[src/hw/rtl/lpb_pkg.sv]
package lpb_pkg;

    localparam int REQ_W  = 2;
    localparam int TAB_W  = 10;
    localparam int PAGE_W = 32;
    localparam int PIN_W  = 8;
    localparam int STAT_W = 3;
    localparam int FIDX_W = 6;
    localparam int CFG_W  = 7;

    localparam logic [REQ_W-1:0] REQ_READ  = 2'd0;
    localparam logic [REQ_W-1:0] REQ_WRITE = 2'd1;
    localparam logic [REQ_W-1:0] REQ_UNPIN = 2'd2;
    localparam logic [REQ_W-1:0] REQ_NONE  = 2'd3;

    localparam logic [STAT_W-1:0] ST_HIT     = 3'd0;
    localparam logic [STAT_W-1:0] ST_FILL    = 3'd1;
    localparam logic [STAT_W-1:0] ST_REPLACE = 3'd2;
    localparam logic [STAT_W-1:0] ST_PINNED  = 3'd3;
    localparam logic [STAT_W-1:0] ST_ABSENT  = 3'd4;

    localparam logic [PIN_W-1:0] PIN_MAX   = 8'd255;
    localparam logic [CFG_W-1:0] CFG_RESET = 7'd64;

    // Per-entry outcome of the shared compare unit.
    typedef struct packed {
        logic hit;
        logic vic_better;
        logic fill_match;
    } scan_flags_t;

endpackage

[src/hw/rtl/lpb_frame_ram.sv]
module lpb_frame_ram #(
    parameter int DEPTH = 64,
    parameter int WIDTH = 8
) (
    input  logic                     clk,
    input  logic                     wr_en,
    input  logic [$clog2(DEPTH)-1:0] wr_addr,
    input  logic [WIDTH-1:0]         wr_data,
    input  logic                     rd_en,
    input  logic [$clog2(DEPTH)-1:0] rd_addr,
    output logic [WIDTH-1:0]         rd_data
);

    logic [WIDTH-1:0] mem [DEPTH];
    logic [WIDTH-1:0] rd_data_reg;

    always_ff @(posedge clk)
    begin
        if (wr_en)
        begin
            mem[wr_addr] <= wr_data;
        end
    end

    always_ff @(posedge clk)
    begin
        if (rd_en)
        begin
            rd_data_reg <= mem[rd_addr];
        end
    end

    assign rd_data = rd_data_reg;

endmodule

[src/hw/rtl/lpb_entry_unit.sv]
module lpb_entry_unit #(
    parameter int NUM_FRAMES = 64
) (
    input  logic [$clog2(NUM_FRAMES)-1:0] idx,
    input  logic [lpb_pkg::TAB_W-1:0]     e_table,
    input  logic [lpb_pkg::PAGE_W-1:0]    e_page,
    input  logic [lpb_pkg::PIN_W-1:0]     e_pin,
    input  logic [$clog2(NUM_FRAMES)-1:0] e_rank,
    input  logic                          rank_live,
    input  logic [lpb_pkg::TAB_W-1:0]     tab,
    input  logic [lpb_pkg::PAGE_W-1:0]    pg,
    input  logic [$clog2(NUM_FRAMES):0]   filled,
    input  logic                          vic_found,
    input  logic [$clog2(NUM_FRAMES)-1:0] vic_rank,
    input  logic [$clog2(NUM_FRAMES)-1:0] tgt_rank,
    output logic [$clog2(NUM_FRAMES)-1:0] rank_eff,
    output logic [$clog2(NUM_FRAMES)-1:0] rank_upd,
    output lpb_pkg::scan_flags_t          flags
);

    import lpb_pkg::*;

    localparam int FW = $clog2(NUM_FRAMES);

    logic entry_valid;

    // Frames are filled in index order and never freed, so the fill count
    // tells which frames hold a page.
    assign entry_valid = {1'b0, idx} < filled;

    // Until the first recency pass has rewritten every entry, the stored
    // rank is not yet meaningful and the reset order applies.
    assign rank_eff = rank_live ? e_rank : idx;

    assign flags.hit        = entry_valid && (e_table == tab) && (e_page == pg);
    assign flags.vic_better = entry_valid && (e_pin == '0)
                              && (!vic_found || (rank_eff > vic_rank));
    assign flags.fill_match = ({1'b0, idx} == filled);

    assign rank_upd = (rank_eff < tgt_rank) ? FW'(rank_eff + 1'b1) : rank_eff;

endmodule

[src/hw/rtl/lru_page_buffer_with_pinning_unit.sv]
// LRU page buffer with pin counts. Each request names a page by table and page
// number; the block reports whether it hit, took a free frame or replaced the
// least recently used unpinned frame (with a write-back flag if that frame was
// dirty), and returns the frame's pin count afterwards. Frame tags, pin counts,
// dirty marks and recency ranks live in one single-port-read, single-port-write
// memory, and one compare unit walks it. A request makes one pass over all frames
// for lookup and victim search, and read and write requests that get a frame then
// make a second pass that rewrites the recency ranks; unpin requests and misses
// with no usable frame skip the second pass. The block takes one request at a
// time, and a new request can be accepted while the previous result still waits
// on the output. No clearing pass is needed after reset. The frame limit register
// is written through its own port; the user must write it only while the block is
// idle, which the block itself does not enforce. A value of 0 acts as 1 and values
// above NUM_FRAMES act as NUM_FRAMES.
module lru_page_buffer_with_pinning_unit #(
    parameter int NUM_FRAMES = 64
) (
    input  logic                        clk,
    input  logic                        rst_n,

    input  logic                        cfg_valid,
    output logic                        cfg_ready,
    input  logic [lpb_pkg::CFG_W-1:0]   cfg_data,

    input  logic                        in_valid,
    output logic                        in_ready,
    input  logic [lpb_pkg::REQ_W-1:0]   req_type,
    input  logic [lpb_pkg::TAB_W-1:0]   table_num,
    input  logic [lpb_pkg::PAGE_W-1:0]  page_number,

    output logic                        out_valid,
    input  logic                        out_ready,
    output logic [lpb_pkg::STAT_W-1:0]  status,
    output logic [lpb_pkg::FIDX_W-1:0]  frame_index,
    output logic                        fetch_needed,
    output logic                        writeback_needed,
    output logic [lpb_pkg::TAB_W-1:0]   victim_table,
    output logic [lpb_pkg::PAGE_W-1:0]  victim_page,
    output logic [lpb_pkg::PIN_W-1:0]   pin_after
);

    import lpb_pkg::*;

    localparam int FW = $clog2(NUM_FRAMES);
    localparam int CW = (FW + 1 > CFG_W) ? FW + 1 : CFG_W;
    localparam int EW = TAB_W + PAGE_W + PIN_W + 1 + FW;
    localparam logic [FW:0]   CNT_END = (FW + 1)'(NUM_FRAMES);
    localparam logic [CW-1:0] LIM_MAX = CW'(NUM_FRAMES);
    localparam logic [CW-1:0] LIM_MIN = CW'(1);

    typedef enum logic [4:0] {
        S_IDLE   = 5'b00001,
        S_SCAN   = 5'b00010,
        S_DECIDE = 5'b00100,
        S_UPDATE = 5'b01000,
        S_FINISH = 5'b10000
    } state_t;

    typedef struct packed {
        logic              hit;
        logic [FW-1:0]     hit_idx;
        logic [PIN_W-1:0]  hit_pin;
        logic              hit_dirty;
        logic [FW-1:0]     hit_rank;
        logic              vic_found;
        logic [FW-1:0]     vic_idx;
        logic [FW-1:0]     vic_rank;
        logic              vic_dirty;
        logic [TAB_W-1:0]  vic_tab;
        logic [PAGE_W-1:0] vic_page;
        logic [FW-1:0]     fill_rank;
    } scan_t;

    typedef struct packed {
        logic [STAT_W-1:0] status;
        logic [FW-1:0]     frame;
        logic              fetch;
        logic              wb;
        logic [TAB_W-1:0]  vtab;
        logic [PAGE_W-1:0] vpage;
        logic [PIN_W-1:0]  pin;
    } result_t;

    typedef struct packed {
        logic [FW-1:0]    idx;
        logic [FW-1:0]    rank;
        logic [PIN_W-1:0] pin;
        logic             dirty;
    } target_t;

    state_t             state_reg, state_next;
    logic [FW:0]        cnt_reg, cnt_next;
    logic               pv_reg, pv_next;
    logic [FW-1:0]      pidx_reg, pidx_next;
    logic [FW:0]        filled_reg, filled_next;
    logic               rank_live_reg, rank_live_next;
    logic [CFG_W-1:0]   limit_cfg_reg, limit_cfg_next;
    logic               out_valid_reg, out_valid_next;

    logic [REQ_W-1:0]   type_reg, type_next;
    logic [TAB_W-1:0]   tab_reg, tab_next;
    logic [PAGE_W-1:0]  pg_reg, pg_next;
    scan_t              sc_reg, sc_next;
    target_t            tgt_reg, tgt_next;
    result_t            res_reg, res_next;
    result_t            out_reg, out_next;

    logic               ram_we;
    logic [FW-1:0]      ram_waddr;
    logic [EW-1:0]      ram_wdata;
    logic               ram_re;
    logic [EW-1:0]      ram_rdata;

    logic [TAB_W-1:0]   e_table;
    logic [PAGE_W-1:0]  e_page;
    logic [PIN_W-1:0]   e_pin;
    logic               e_dirty;
    logic [FW-1:0]      e_rank;
    logic [FW-1:0]      rank_eff;
    logic [FW-1:0]      rank_upd;
    scan_flags_t        flags;

    logic [CW-1:0]      limit;
    logic [CW-1:0]      limit_raw;
    logic               have_frame;
    logic [FW-1:0]      f_idx;
    logic [FW-1:0]      f_rank;
    logic [PIN_W-1:0]   old_pin;
    logic               old_dirty;
    logic [PIN_W-1:0]   new_pin;
    logic [PIN_W-1:0]   unpin_pin;

    assign {e_table, e_page, e_pin, e_dirty, e_rank} = ram_rdata;

    lpb_frame_ram #(
        .DEPTH (NUM_FRAMES),
        .WIDTH (EW)
    ) u_ram (
        .clk     (clk),
        .wr_en   (ram_we),
        .wr_addr (ram_waddr),
        .wr_data (ram_wdata),
        .rd_en   (ram_re),
        .rd_addr (cnt_reg[FW-1:0]),
        .rd_data (ram_rdata)
    );

    lpb_entry_unit #(
        .NUM_FRAMES (NUM_FRAMES)
    ) u_entry (
        .idx       (pidx_reg),
        .e_table   (e_table),
        .e_page    (e_page),
        .e_pin     (e_pin),
        .e_rank    (e_rank),
        .rank_live (rank_live_reg),
        .tab       (tab_reg),
        .pg        (pg_reg),
        .filled    (filled_reg),
        .vic_found (sc_reg.vic_found),
        .vic_rank  (sc_reg.vic_rank),
        .tgt_rank  (tgt_reg.rank),
        .rank_eff  (rank_eff),
        .rank_upd  (rank_upd),
        .flags     (flags)
    );

    // Effective frame limit, clamped to one through the number of frames.
    assign limit_raw = CW'(limit_cfg_reg);
    assign limit = (limit_raw < LIM_MIN) ? LIM_MIN :
                   (limit_raw > LIM_MAX) ? LIM_MAX : limit_raw;

    assign unpin_pin = (sc_reg.hit_pin == '0) ? '0 : sc_reg.hit_pin - 1'b1;

    // Pick the frame a read or write request lands in.
    always_comb
    begin
        have_frame = 1'b1;
        f_idx      = sc_reg.hit_idx;
        f_rank     = sc_reg.hit_rank;
        old_pin    = sc_reg.hit_pin;
        old_dirty  = sc_reg.hit_dirty;
        if (!sc_reg.hit)
        begin
            old_pin   = '0;
            old_dirty = 1'b0;
            if (CW'(filled_reg) < limit)
            begin
                f_idx  = filled_reg[FW-1:0];
                f_rank = sc_reg.fill_rank;
            end
            else if (sc_reg.vic_found)
            begin
                f_idx  = sc_reg.vic_idx;
                f_rank = sc_reg.vic_rank;
            end
            else
            begin
                have_frame = 1'b0;
            end
        end
        if (type_reg == REQ_READ)
        begin
            new_pin = (old_pin == PIN_MAX) ? old_pin : old_pin + 1'b1;
        end
        else
        begin
            new_pin = (old_pin == '0) ? old_pin : old_pin - 1'b1;
        end
    end

    always_comb
    begin
        state_next     = state_reg;
        cnt_next       = cnt_reg;
        pv_next        = pv_reg;
        pidx_next      = pidx_reg;
        filled_next    = filled_reg;
        rank_live_next = rank_live_reg;
        limit_cfg_next = limit_cfg_reg;
        out_valid_next = out_valid_reg;
        type_next      = type_reg;
        tab_next       = tab_reg;
        pg_next        = pg_reg;
        sc_next        = sc_reg;
        tgt_next       = tgt_reg;
        res_next       = res_reg;
        out_next       = out_reg;
        ram_we         = 1'b0;
        ram_waddr      = pidx_reg;
        ram_wdata      = ram_rdata;
        ram_re         = 1'b0;

        if (cfg_valid)
        begin
            limit_cfg_next = cfg_data;
        end
        if (out_valid_reg && out_ready)
        begin
            out_valid_next = 1'b0;
        end

        case (state_reg)
            S_IDLE:
            begin
                pv_next = 1'b0;
                cnt_next = '0;
                if (in_valid)
                begin
                    type_next = req_type;
                    tab_next  = table_num;
                    pg_next   = page_number;
                    sc_next.hit       = 1'b0;
                    sc_next.vic_found = 1'b0;
                    if (req_type != REQ_NONE)
                    begin
                        state_next = S_SCAN;
                    end
                end
            end

            S_SCAN:
            begin
                ram_re    = cnt_reg < CNT_END;
                pv_next   = cnt_reg < CNT_END;
                pidx_next = cnt_reg[FW-1:0];
                cnt_next  = cnt_reg + 1'b1;
                if (pv_reg)
                begin
                    if (flags.hit)
                    begin
                        sc_next.hit       = 1'b1;
                        sc_next.hit_idx   = pidx_reg;
                        sc_next.hit_pin   = e_pin;
                        sc_next.hit_dirty = e_dirty;
                        sc_next.hit_rank  = rank_eff;
                    end
                    if (flags.vic_better)
                    begin
                        sc_next.vic_found = 1'b1;
                        sc_next.vic_idx   = pidx_reg;
                        sc_next.vic_rank  = rank_eff;
                        sc_next.vic_dirty = e_dirty;
                        sc_next.vic_tab   = e_table;
                        sc_next.vic_page  = e_page;
                    end
                    if (flags.fill_match)
                    begin
                        sc_next.fill_rank = rank_eff;
                    end
                end
                if (cnt_reg == CNT_END)
                begin
                    state_next = S_DECIDE;
                end
            end

            S_DECIDE:
            begin
                res_next   = '0;
                cnt_next   = '0;
                pv_next    = 1'b0;
                state_next = S_FINISH;
                if (type_reg == REQ_UNPIN)
                begin
                    if (sc_reg.hit)
                    begin
                        // Unpin leaves the recency order alone: one write only.
                        ram_we    = 1'b1;
                        ram_waddr = sc_reg.hit_idx;
                        ram_wdata = {tab_reg, pg_reg, unpin_pin, sc_reg.hit_dirty,
                                     sc_reg.hit_rank};
                        res_next.status = ST_HIT;
                        res_next.frame  = sc_reg.hit_idx;
                        res_next.pin    = unpin_pin;
                    end
                    else
                    begin
                        res_next.status = ST_ABSENT;
                    end
                end
                else if (!have_frame)
                begin
                    res_next.status = ST_PINNED;
                end
                else
                begin
                    state_next     = S_UPDATE;
                    tgt_next.idx   = f_idx;
                    tgt_next.rank  = f_rank;
                    tgt_next.pin   = new_pin;
                    tgt_next.dirty = old_dirty || (type_reg == REQ_WRITE);
                    res_next.frame = f_idx;
                    res_next.pin   = new_pin;
                    if (sc_reg.hit)
                    begin
                        res_next.status = ST_HIT;
                    end
                    else if (CW'(filled_reg) < limit)
                    begin
                        res_next.status = ST_FILL;
                        res_next.fetch  = 1'b1;
                        filled_next     = filled_reg + 1'b1;
                    end
                    else
                    begin
                        res_next.status = ST_REPLACE;
                        res_next.fetch  = 1'b1;
                        res_next.wb     = sc_reg.vic_dirty;
                        res_next.vtab   = sc_reg.vic_tab;
                        res_next.vpage  = sc_reg.vic_page;
                    end
                end
            end

            S_UPDATE:
            begin
                ram_re    = cnt_reg < CNT_END;
                pv_next   = cnt_reg < CNT_END;
                pidx_next = cnt_reg[FW-1:0];
                cnt_next  = cnt_reg + 1'b1;
                if (pv_reg)
                begin
                    ram_we = 1'b1;
                    if (pidx_reg == tgt_reg.idx)
                    begin
                        ram_wdata = {tab_reg, pg_reg, tgt_reg.pin, tgt_reg.dirty, FW'(0)};
                    end
                    else
                    begin
                        ram_wdata = {e_table, e_page, e_pin, e_dirty, rank_upd};
                    end
                end
                if (cnt_reg == CNT_END)
                begin
                    rank_live_next = 1'b1;
                    state_next     = S_FINISH;
                end
            end

            S_FINISH:
            begin
                if (!out_valid_reg || out_ready)
                begin
                    out_next       = res_reg;
                    out_valid_next = 1'b1;
                    state_next     = S_IDLE;
                end
            end

            default:
            begin
                state_next = S_IDLE;
            end
        endcase
    end

    always_ff @(posedge clk or negedge rst_n)
    begin
        if (!rst_n)
        begin
            state_reg     <= S_IDLE;
            cnt_reg       <= '0;
            pv_reg        <= 1'b0;
            filled_reg    <= '0;
            rank_live_reg <= 1'b0;
            limit_cfg_reg <= CFG_RESET;
            out_valid_reg <= 1'b0;
        end
        else
        begin
            state_reg     <= state_next;
            cnt_reg       <= cnt_next;
            pv_reg        <= pv_next;
            filled_reg    <= filled_next;
            rank_live_reg <= rank_live_next;
            limit_cfg_reg <= limit_cfg_next;
            out_valid_reg <= out_valid_next;
        end
    end

    always_ff @(posedge clk)
    begin
        pidx_reg <= pidx_next;
        type_reg <= type_next;
        tab_reg  <= tab_next;
        pg_reg   <= pg_next;
        sc_reg   <= sc_next;
        tgt_reg  <= tgt_next;
        res_reg  <= res_next;
        out_reg  <= out_next;
    end

    assign cfg_ready        = 1'b1;
    assign in_ready         = (state_reg == S_IDLE);
    assign out_valid        = out_valid_reg;
    assign status           = out_reg.status;
    assign frame_index      = FIDX_W'(out_reg.frame);
    assign fetch_needed     = out_reg.fetch;
    assign writeback_needed = out_reg.wb;
    assign victim_table     = out_reg.vtab;
    assign victim_page      = out_reg.vpage;
    assign pin_after        = out_reg.pin;

endmodule

[config.mk]
export PLATFORM = sky130hd
export DESIGN_NAME = lru_page_buffer_with_pinning_unit
export DESIGN_NICKNAME = d
export VERILOG_FILES = /design/src/hw/rtl/lpb_pkg.sv /design/src/hw/rtl/lpb_frame_ram.sv /design/src/hw/rtl/lpb_entry_unit.sv /design/src/hw/rtl/lru_page_buffer_with_pinning_unit.sv
export SDC_FILE = /design/constraint.sdc
export NUM_CORES = 2
export LEC_CHECK = 0
export BUFFER_PORTS_ARGS = -buffer_cell sky130_fd_sc_hd__buf_2
export CAP_MARGIN = 20
export CORE_MARGIN = 1.5
export CORE_UTILIZATION = 30
export CTS_BUF_LIST = sky130_fd_sc_hd__clkbuf_8
export DETAILED_ROUTE_END_ITERATION = 8
export GPL_ROUTABILITY_DRIVEN = 0
export PLACE_DENSITY_LB_ADDON = 0.15
export SLEW_MARGIN = 25
export SYNTH_ARGS = -nofsm -noshare
export SYNTH_HDL_FRONTEND = slang
export SYNTH_SLANG_ARGS = --single-unit
export TNS_END_PERCENT = 20
[constraint.sdc]
create_clock -name clk -period 6.35 [get_ports clk]
set_clock_uncertainty 0.2 [all_clocks]
set_input_delay 0.9525 -clock clk [delete_from_list [all_inputs] [get_ports clk]]
set_output_delay 0.9525 -clock clk [all_outputs]
set_load 0.05 [all_outputs]
# After elaboration in Yosys (flattened, before gate mapping)
# Memory sizes are Yosys's and may differ from the RTL's. A register that Yosys moved wholly into a read port is not among the register bits.
# Index checks and enable logic that the tools add are counted.
# op_classes
n_mux	65
n_eq_ne	22
reduce_logical	31
add_sub_neg	6
n_bitwise	3
magnitude_cmp	7
# op_table
operator	n
57-bit 2-to-1 mux	4
57-bit case mux with 2 select lines	1
84-bit 2-to-1 mux	1
6-bit 2-to-1 mux	13
58-bit 2-to-1 mux	1
56-bit 2-to-1 mux	1
8-bit 2-to-1 mux	7
44-bit 2-to-1 mux	1
43-bit 2-to-1 mux	1
5-bit 2-to-1 mux	7
32-bit equality test	1
5-bit case mux with 5 select lines	1
8-bit zero test	3
22-bit 2-to-1 mux	1
2-bit inequality test (second input constant)	8
8-bit by 1-bit subtractor with 8-bit output (second input constant)	2
7-bit by 1-bit adder with 7-bit output (second input constant)	2
1-bit 2-to-1 mux	14
7-bit 2-to-1 mux	2
7-bit case mux with 2 select lines	1
3-bit AND reduction	4
10-bit equality test	1
5-bit AND reduction	2
9-bit 2-to-1 mux	1
other kinds (34)	54
# word_totals
mem_bits_rw	3648
mem_count	1
in_bits	56
reg_bits	306
# mem_list
memory	depth	width	rd	rd_ports_with_merged_regs	write_ports	line	rtl
u_ram.mem	64	57	1	1	1	lpb_frame_ram.sv:14	logic [WIDTH-1:0] mem [DEPTH];

# Depth between registers and ports, before layout
# depth
depth_word	9
ltp_mapped	12

# By module
# From an unflattened synthesis, not the netlist that was laid out.
# hier_totals
hier_cells	6705
area_unflattened_um2	153647.4
# modules_own_cells
module	area_per_inst_um2	cells_per_inst	instances	seq_area_each_um2
lpb_frame_ram	140086.9	5760	1	111256.7
lru_page_buffer_with_pinning_unit	12444.4	802	1	9046.2
lpb_entry_unit	1116.1	143	1	0.0

# Worst setup path before layout
# OpenSTA, ideal clock, no wires.
# synth_timing
path_kind	register -> register
start	reg type_reg[0]
end	mem u_ram.mem[45][0] (netlist bit), enable pin
path_buffers	2
setup_slack_ns	1.374
t_required_ns	5.678
setup_time_ns	0.472
synth_period_minus_slack_ns	4.976
stages_incl_launch_ff	8
arrival_time_ns	4.304
cell_sequence	edfxtp_1 -> and3b_1 -> clkbuf_1 -> nand3_1 -> clkbuf_1 -> o32ai_1 -> nand3_1 -> nor2_1
# synth_via
elab_chain_len	5
word_cells_on_any_way	7
classes_between	eq/ne (1); mux (6)
# synth_lines
element	line	rtl
start: declaration	lru_page_buffer_with_pinning_unit.sv:100	logic [REQ_W-1:0] type_reg, type_next;
start signal: assignment	lru_page_buffer_with_pinning_unit.sv:425	type_reg <= type_next;
2-bit equality test *	lru_page_buffer_with_pinning_unit.sv:304	if (type_reg == REQ_UNPIN)
1-bit 2-to-1 mux	lru_page_buffer_with_pinning_unit.sv:304	
1-bit case mux with 2 select lines	lru_page_buffer_with_pinning_unit.sv:243	case (state_reg)
1-bit 2-to-1 mux	lpb_frame_ram.sv:19	if (wr_en)
1-bit 2-to-1 mux (implied by the code)	lpb_frame_ram.sv:21	mem[wr_addr] <= wr_data;
end: declaration	lpb_frame_ram.sv:14	
# Every way passes the cells marked *; elsewhere a longest branch is shown, timed or not.

# Final worst setup path
# layout_timing
start	reg state_reg[4]
end	mem u_ram.mem[32][12] (netlist bit), enable pin
# layout_via
elab_chain_len	4
word_cells_on_any_way	6
classes_between	eq/ne (2); mux (4)
# layout_lines
element	line	rtl
start: declaration	lru_page_buffer_with_pinning_unit.sv:91	state_t state_reg, state_next;
start signal: assignment	lru_page_buffer_with_pinning_unit.sv:412	state_reg <= state_next;
5-bit by 4-bit equality test with 1-bit output / 5-bit by 3-bit equality test with 1-bit output (equally long branches)	lru_page_buffer_with_pinning_unit.sv:243	
1-bit case mux with 2 select lines	lru_page_buffer_with_pinning_unit.sv:243	
1-bit 2-to-1 mux	lpb_frame_ram.sv:19	
1-bit 2-to-1 mux (implied by the code)	lpb_frame_ram.sv:21	
# Several ways; a longest one is shown, not always the timed one.

==> run metrics <==
outcome=completed; Async S/R FF share, synth=0.00723; Most Crowded Layer GR=met2; Max IR drop VDD=0.286 mV; number of clock sinks=4011; hold_ws=195 ps; Resized cells post-CTS=0; Setup CP Type=flip-flop to flip-flop; Worst-Skew Late Latency=1300 ps; total gr overflow=0; Avg Cell Area, Syn=21.5 µm²; initial antenna violation count=42; Vias=80200; ANT nets after route=0; PortBufs=118; residual DRC count=0; area grow syn2layout=15.7%; final setup fails=0; CP Max Fanout=24; total track usage=0.201; Initial Util=0.301; PwrDens=365 nW/µm²; Filler Cell Count=47900; Hold Path Depth=2; Synth Flop Type=edfxtp_1; CP Data Required Time=7020 ps; most frequent cells in the layout=3982 x edfxtp_1, 826 x mux4_2, 686 x clkbuf_8; Worst-Margin Slew=1120 ps; number of global-route vias before repair=82200; maxcap violations=0; Worst Path Arrival=5880 ps; sw power=18800 µW; Initial DRC Count=9152; first-pass GRT wire length=720000 µm; Max Slew Vio Count=0; met2 Track Usage GR=0.316; # rows=263; CTS tree=done; Core Box Area=513000 µm²; Fin. Hold Viols=0; CTS Buf Count=679; GR Util met1=0.287; Reg area=120000 µm²; Placed Cells=14000; Synthesized Nets=7294; RSZ-0062 raised after global routing=false; Final Non-Filler Cells=15300; pin count of the biggest net entering global routing=85; Final Cycle Share=0.820; H-tree Lvls=6; minimum clock period after layout=5210 ps; Startpoint Class=flip-flop; clock slew at reported path FFs=60 ps; register area share after synthesis=0.778; Flop pwr share=0.479; Root Driver=clkbuf_8; I/O pin count=120; Die Width=721 µm; Largest register FFs=3648; Yosys reg bits=4011; WL final=534000 µm; total leakage power=0.0556 µW; Comb pwr share=0.191; wire length per cell=34.8 µm; Clock Tree Buf Depth=4; Synth cell types=75; die area=520000 µm²; Nets=8126; Reg2Reg Depth=7; Cell Area, Synth=155000 µm²; Multi-input gate area=32800 µm²; sw frac=0.287; Max-slew headroom=0.246; Crit. End Element=flip-flop; layout cells sized above 1=0.273; Setup TNS Final=0 ps; Syn Inst Count=7206; postcts setup bufs=0; die height=721 µm; Pint=46500 µW; most common cell after layout, fill and taps aside=edfxtp_1; Hold Path Class=input pin to flip-flop; GR Layer Usage met3=0.0372; clock share of power=0.330; Via density=5.23; FMAX=0.192 GHz; Post-synth EDFFs=3982; drt pass-1 iters=6; Yosys warnings=0; DP Wirelength=302000 µm
final timing paths:
path,start,to,slack [ps]
hold / removal,page_number[22],pg_reg[22]$_DFFE_PP_,200
hold reg to reg,res_reg[29]$_SDFFCE_PP0P_,victim_page[21]$_DFFE_PP_,200
setup / recovery,state_reg[4]$_DFFE_PN0P_,u_ram.mem[32][12]$_DFFE_PP_,1140
min in group asynchronous,rst_n,state_reg[2]$_DFFE_PN0P_,540
setup reg to reg,state_reg[4]$_DFFE_PN0P_,u_ram.mem[32][12]$_DFFE_PP_,1140
max in group asynchronous,rst_n,filled_reg[2]$_DFFE_PN0P_,3880
final cells by class:
| cell class | instances | area share |
|---|---|---|
| clock inverter | 535 | 0.0158 |
| antenna | 9 | 0.000126 |
| tap | 6757 | 0.0472 |
| timing repair buffer | 539 | 0.0275 |
| inverter | 46 | 0.00105 |
| sequential | 4011 | 0.672 |
| multi-input combinational | 2761 | 0.183 |
| clock buffer | 686 | 0.0528 |
cells by family after synthesis:
family | after synthesis | synth area share
xor+xnor | 70 | 0.00396
fa+ha+maj | 32 | 0.00259
compound gates | 733 | 0.0317
mux | 1263 | 0.149
flops | 4011 | 0.778
simple gates | 662 | 0.0193
other cells | 1 | 0.0000242
buf+inv | 434 | 0.0151
critical path, stage by stage (launching register included):
cell	delay, ps
dfrtp_1	460
nor3_1	480
nand3_1	780
o32ai_1	860
nand3_1	560
nor2_4	240
buf_4	540
buf_4	520
Yosys cell counts, types with 34 or more instances:
cell	n	area, µm²
nor2_1	143	537
and2_1	51	319
mux4_2	826	18600
buf_6	52	586
nor3_1	34	170
buf_2	89	445
edfxtp_1	3982	120000
buf_4	41	308
o22ai_1	111	694
clkbuf_1	169	634
a2111oi_0	46	403
o21ai_0	132	661
nand2_1	300	1130
o221ai_1	39	342
mux2i_1	337	3370
inv_1	45	169
mux2_2	99	1110
nand3_1	34	170
a21oi_1	164	821
xor2_1	50	438
through the flow:
stage	total power (µW)	setup slack [ps]	cell area (µm²)	util
4_1_cts	66100	1280	179000	0.348
6_report	65300	1140	179000	0.349
5_1_grt	67800	1070	179000	0.349
3_5_place_dp	44400	1360	166000	0.323
2_1_floorplan	40100	1370	155000	-
3_3_place_gp	44300	1280	166000	0.323
power by group through the flow:
stage | Combinational (µW) | Clock (µW) | Sequential (µW)
floorplan | 8710 | 0 | 31400
global placement | 12500 | 0 | 31800
detailed placement | 12600 | 0 | 31800
CTS | 12700 | 22100 | 31200
global route | 13300 | 23200 | 31200
finish | 12500 | 21600 | 31200
per-layer routing:
metal | up-vias | share of wire
met4 | 10 | 0.027
met1 | 44000 | 0.44
met3 | 797 | 0.070
met5 | - | 0.00013
li1 | 32000 | -
met2 | 3367 | 0.46
repair_timing:
action / 4_1_cts / 5_1_grt
setup endpoints to repair: 0 / 0
hold endpoints to repair: 83 / 0
hold buffers: 70 / 0
Note: power is estimated with default switching activity, not from simulation.
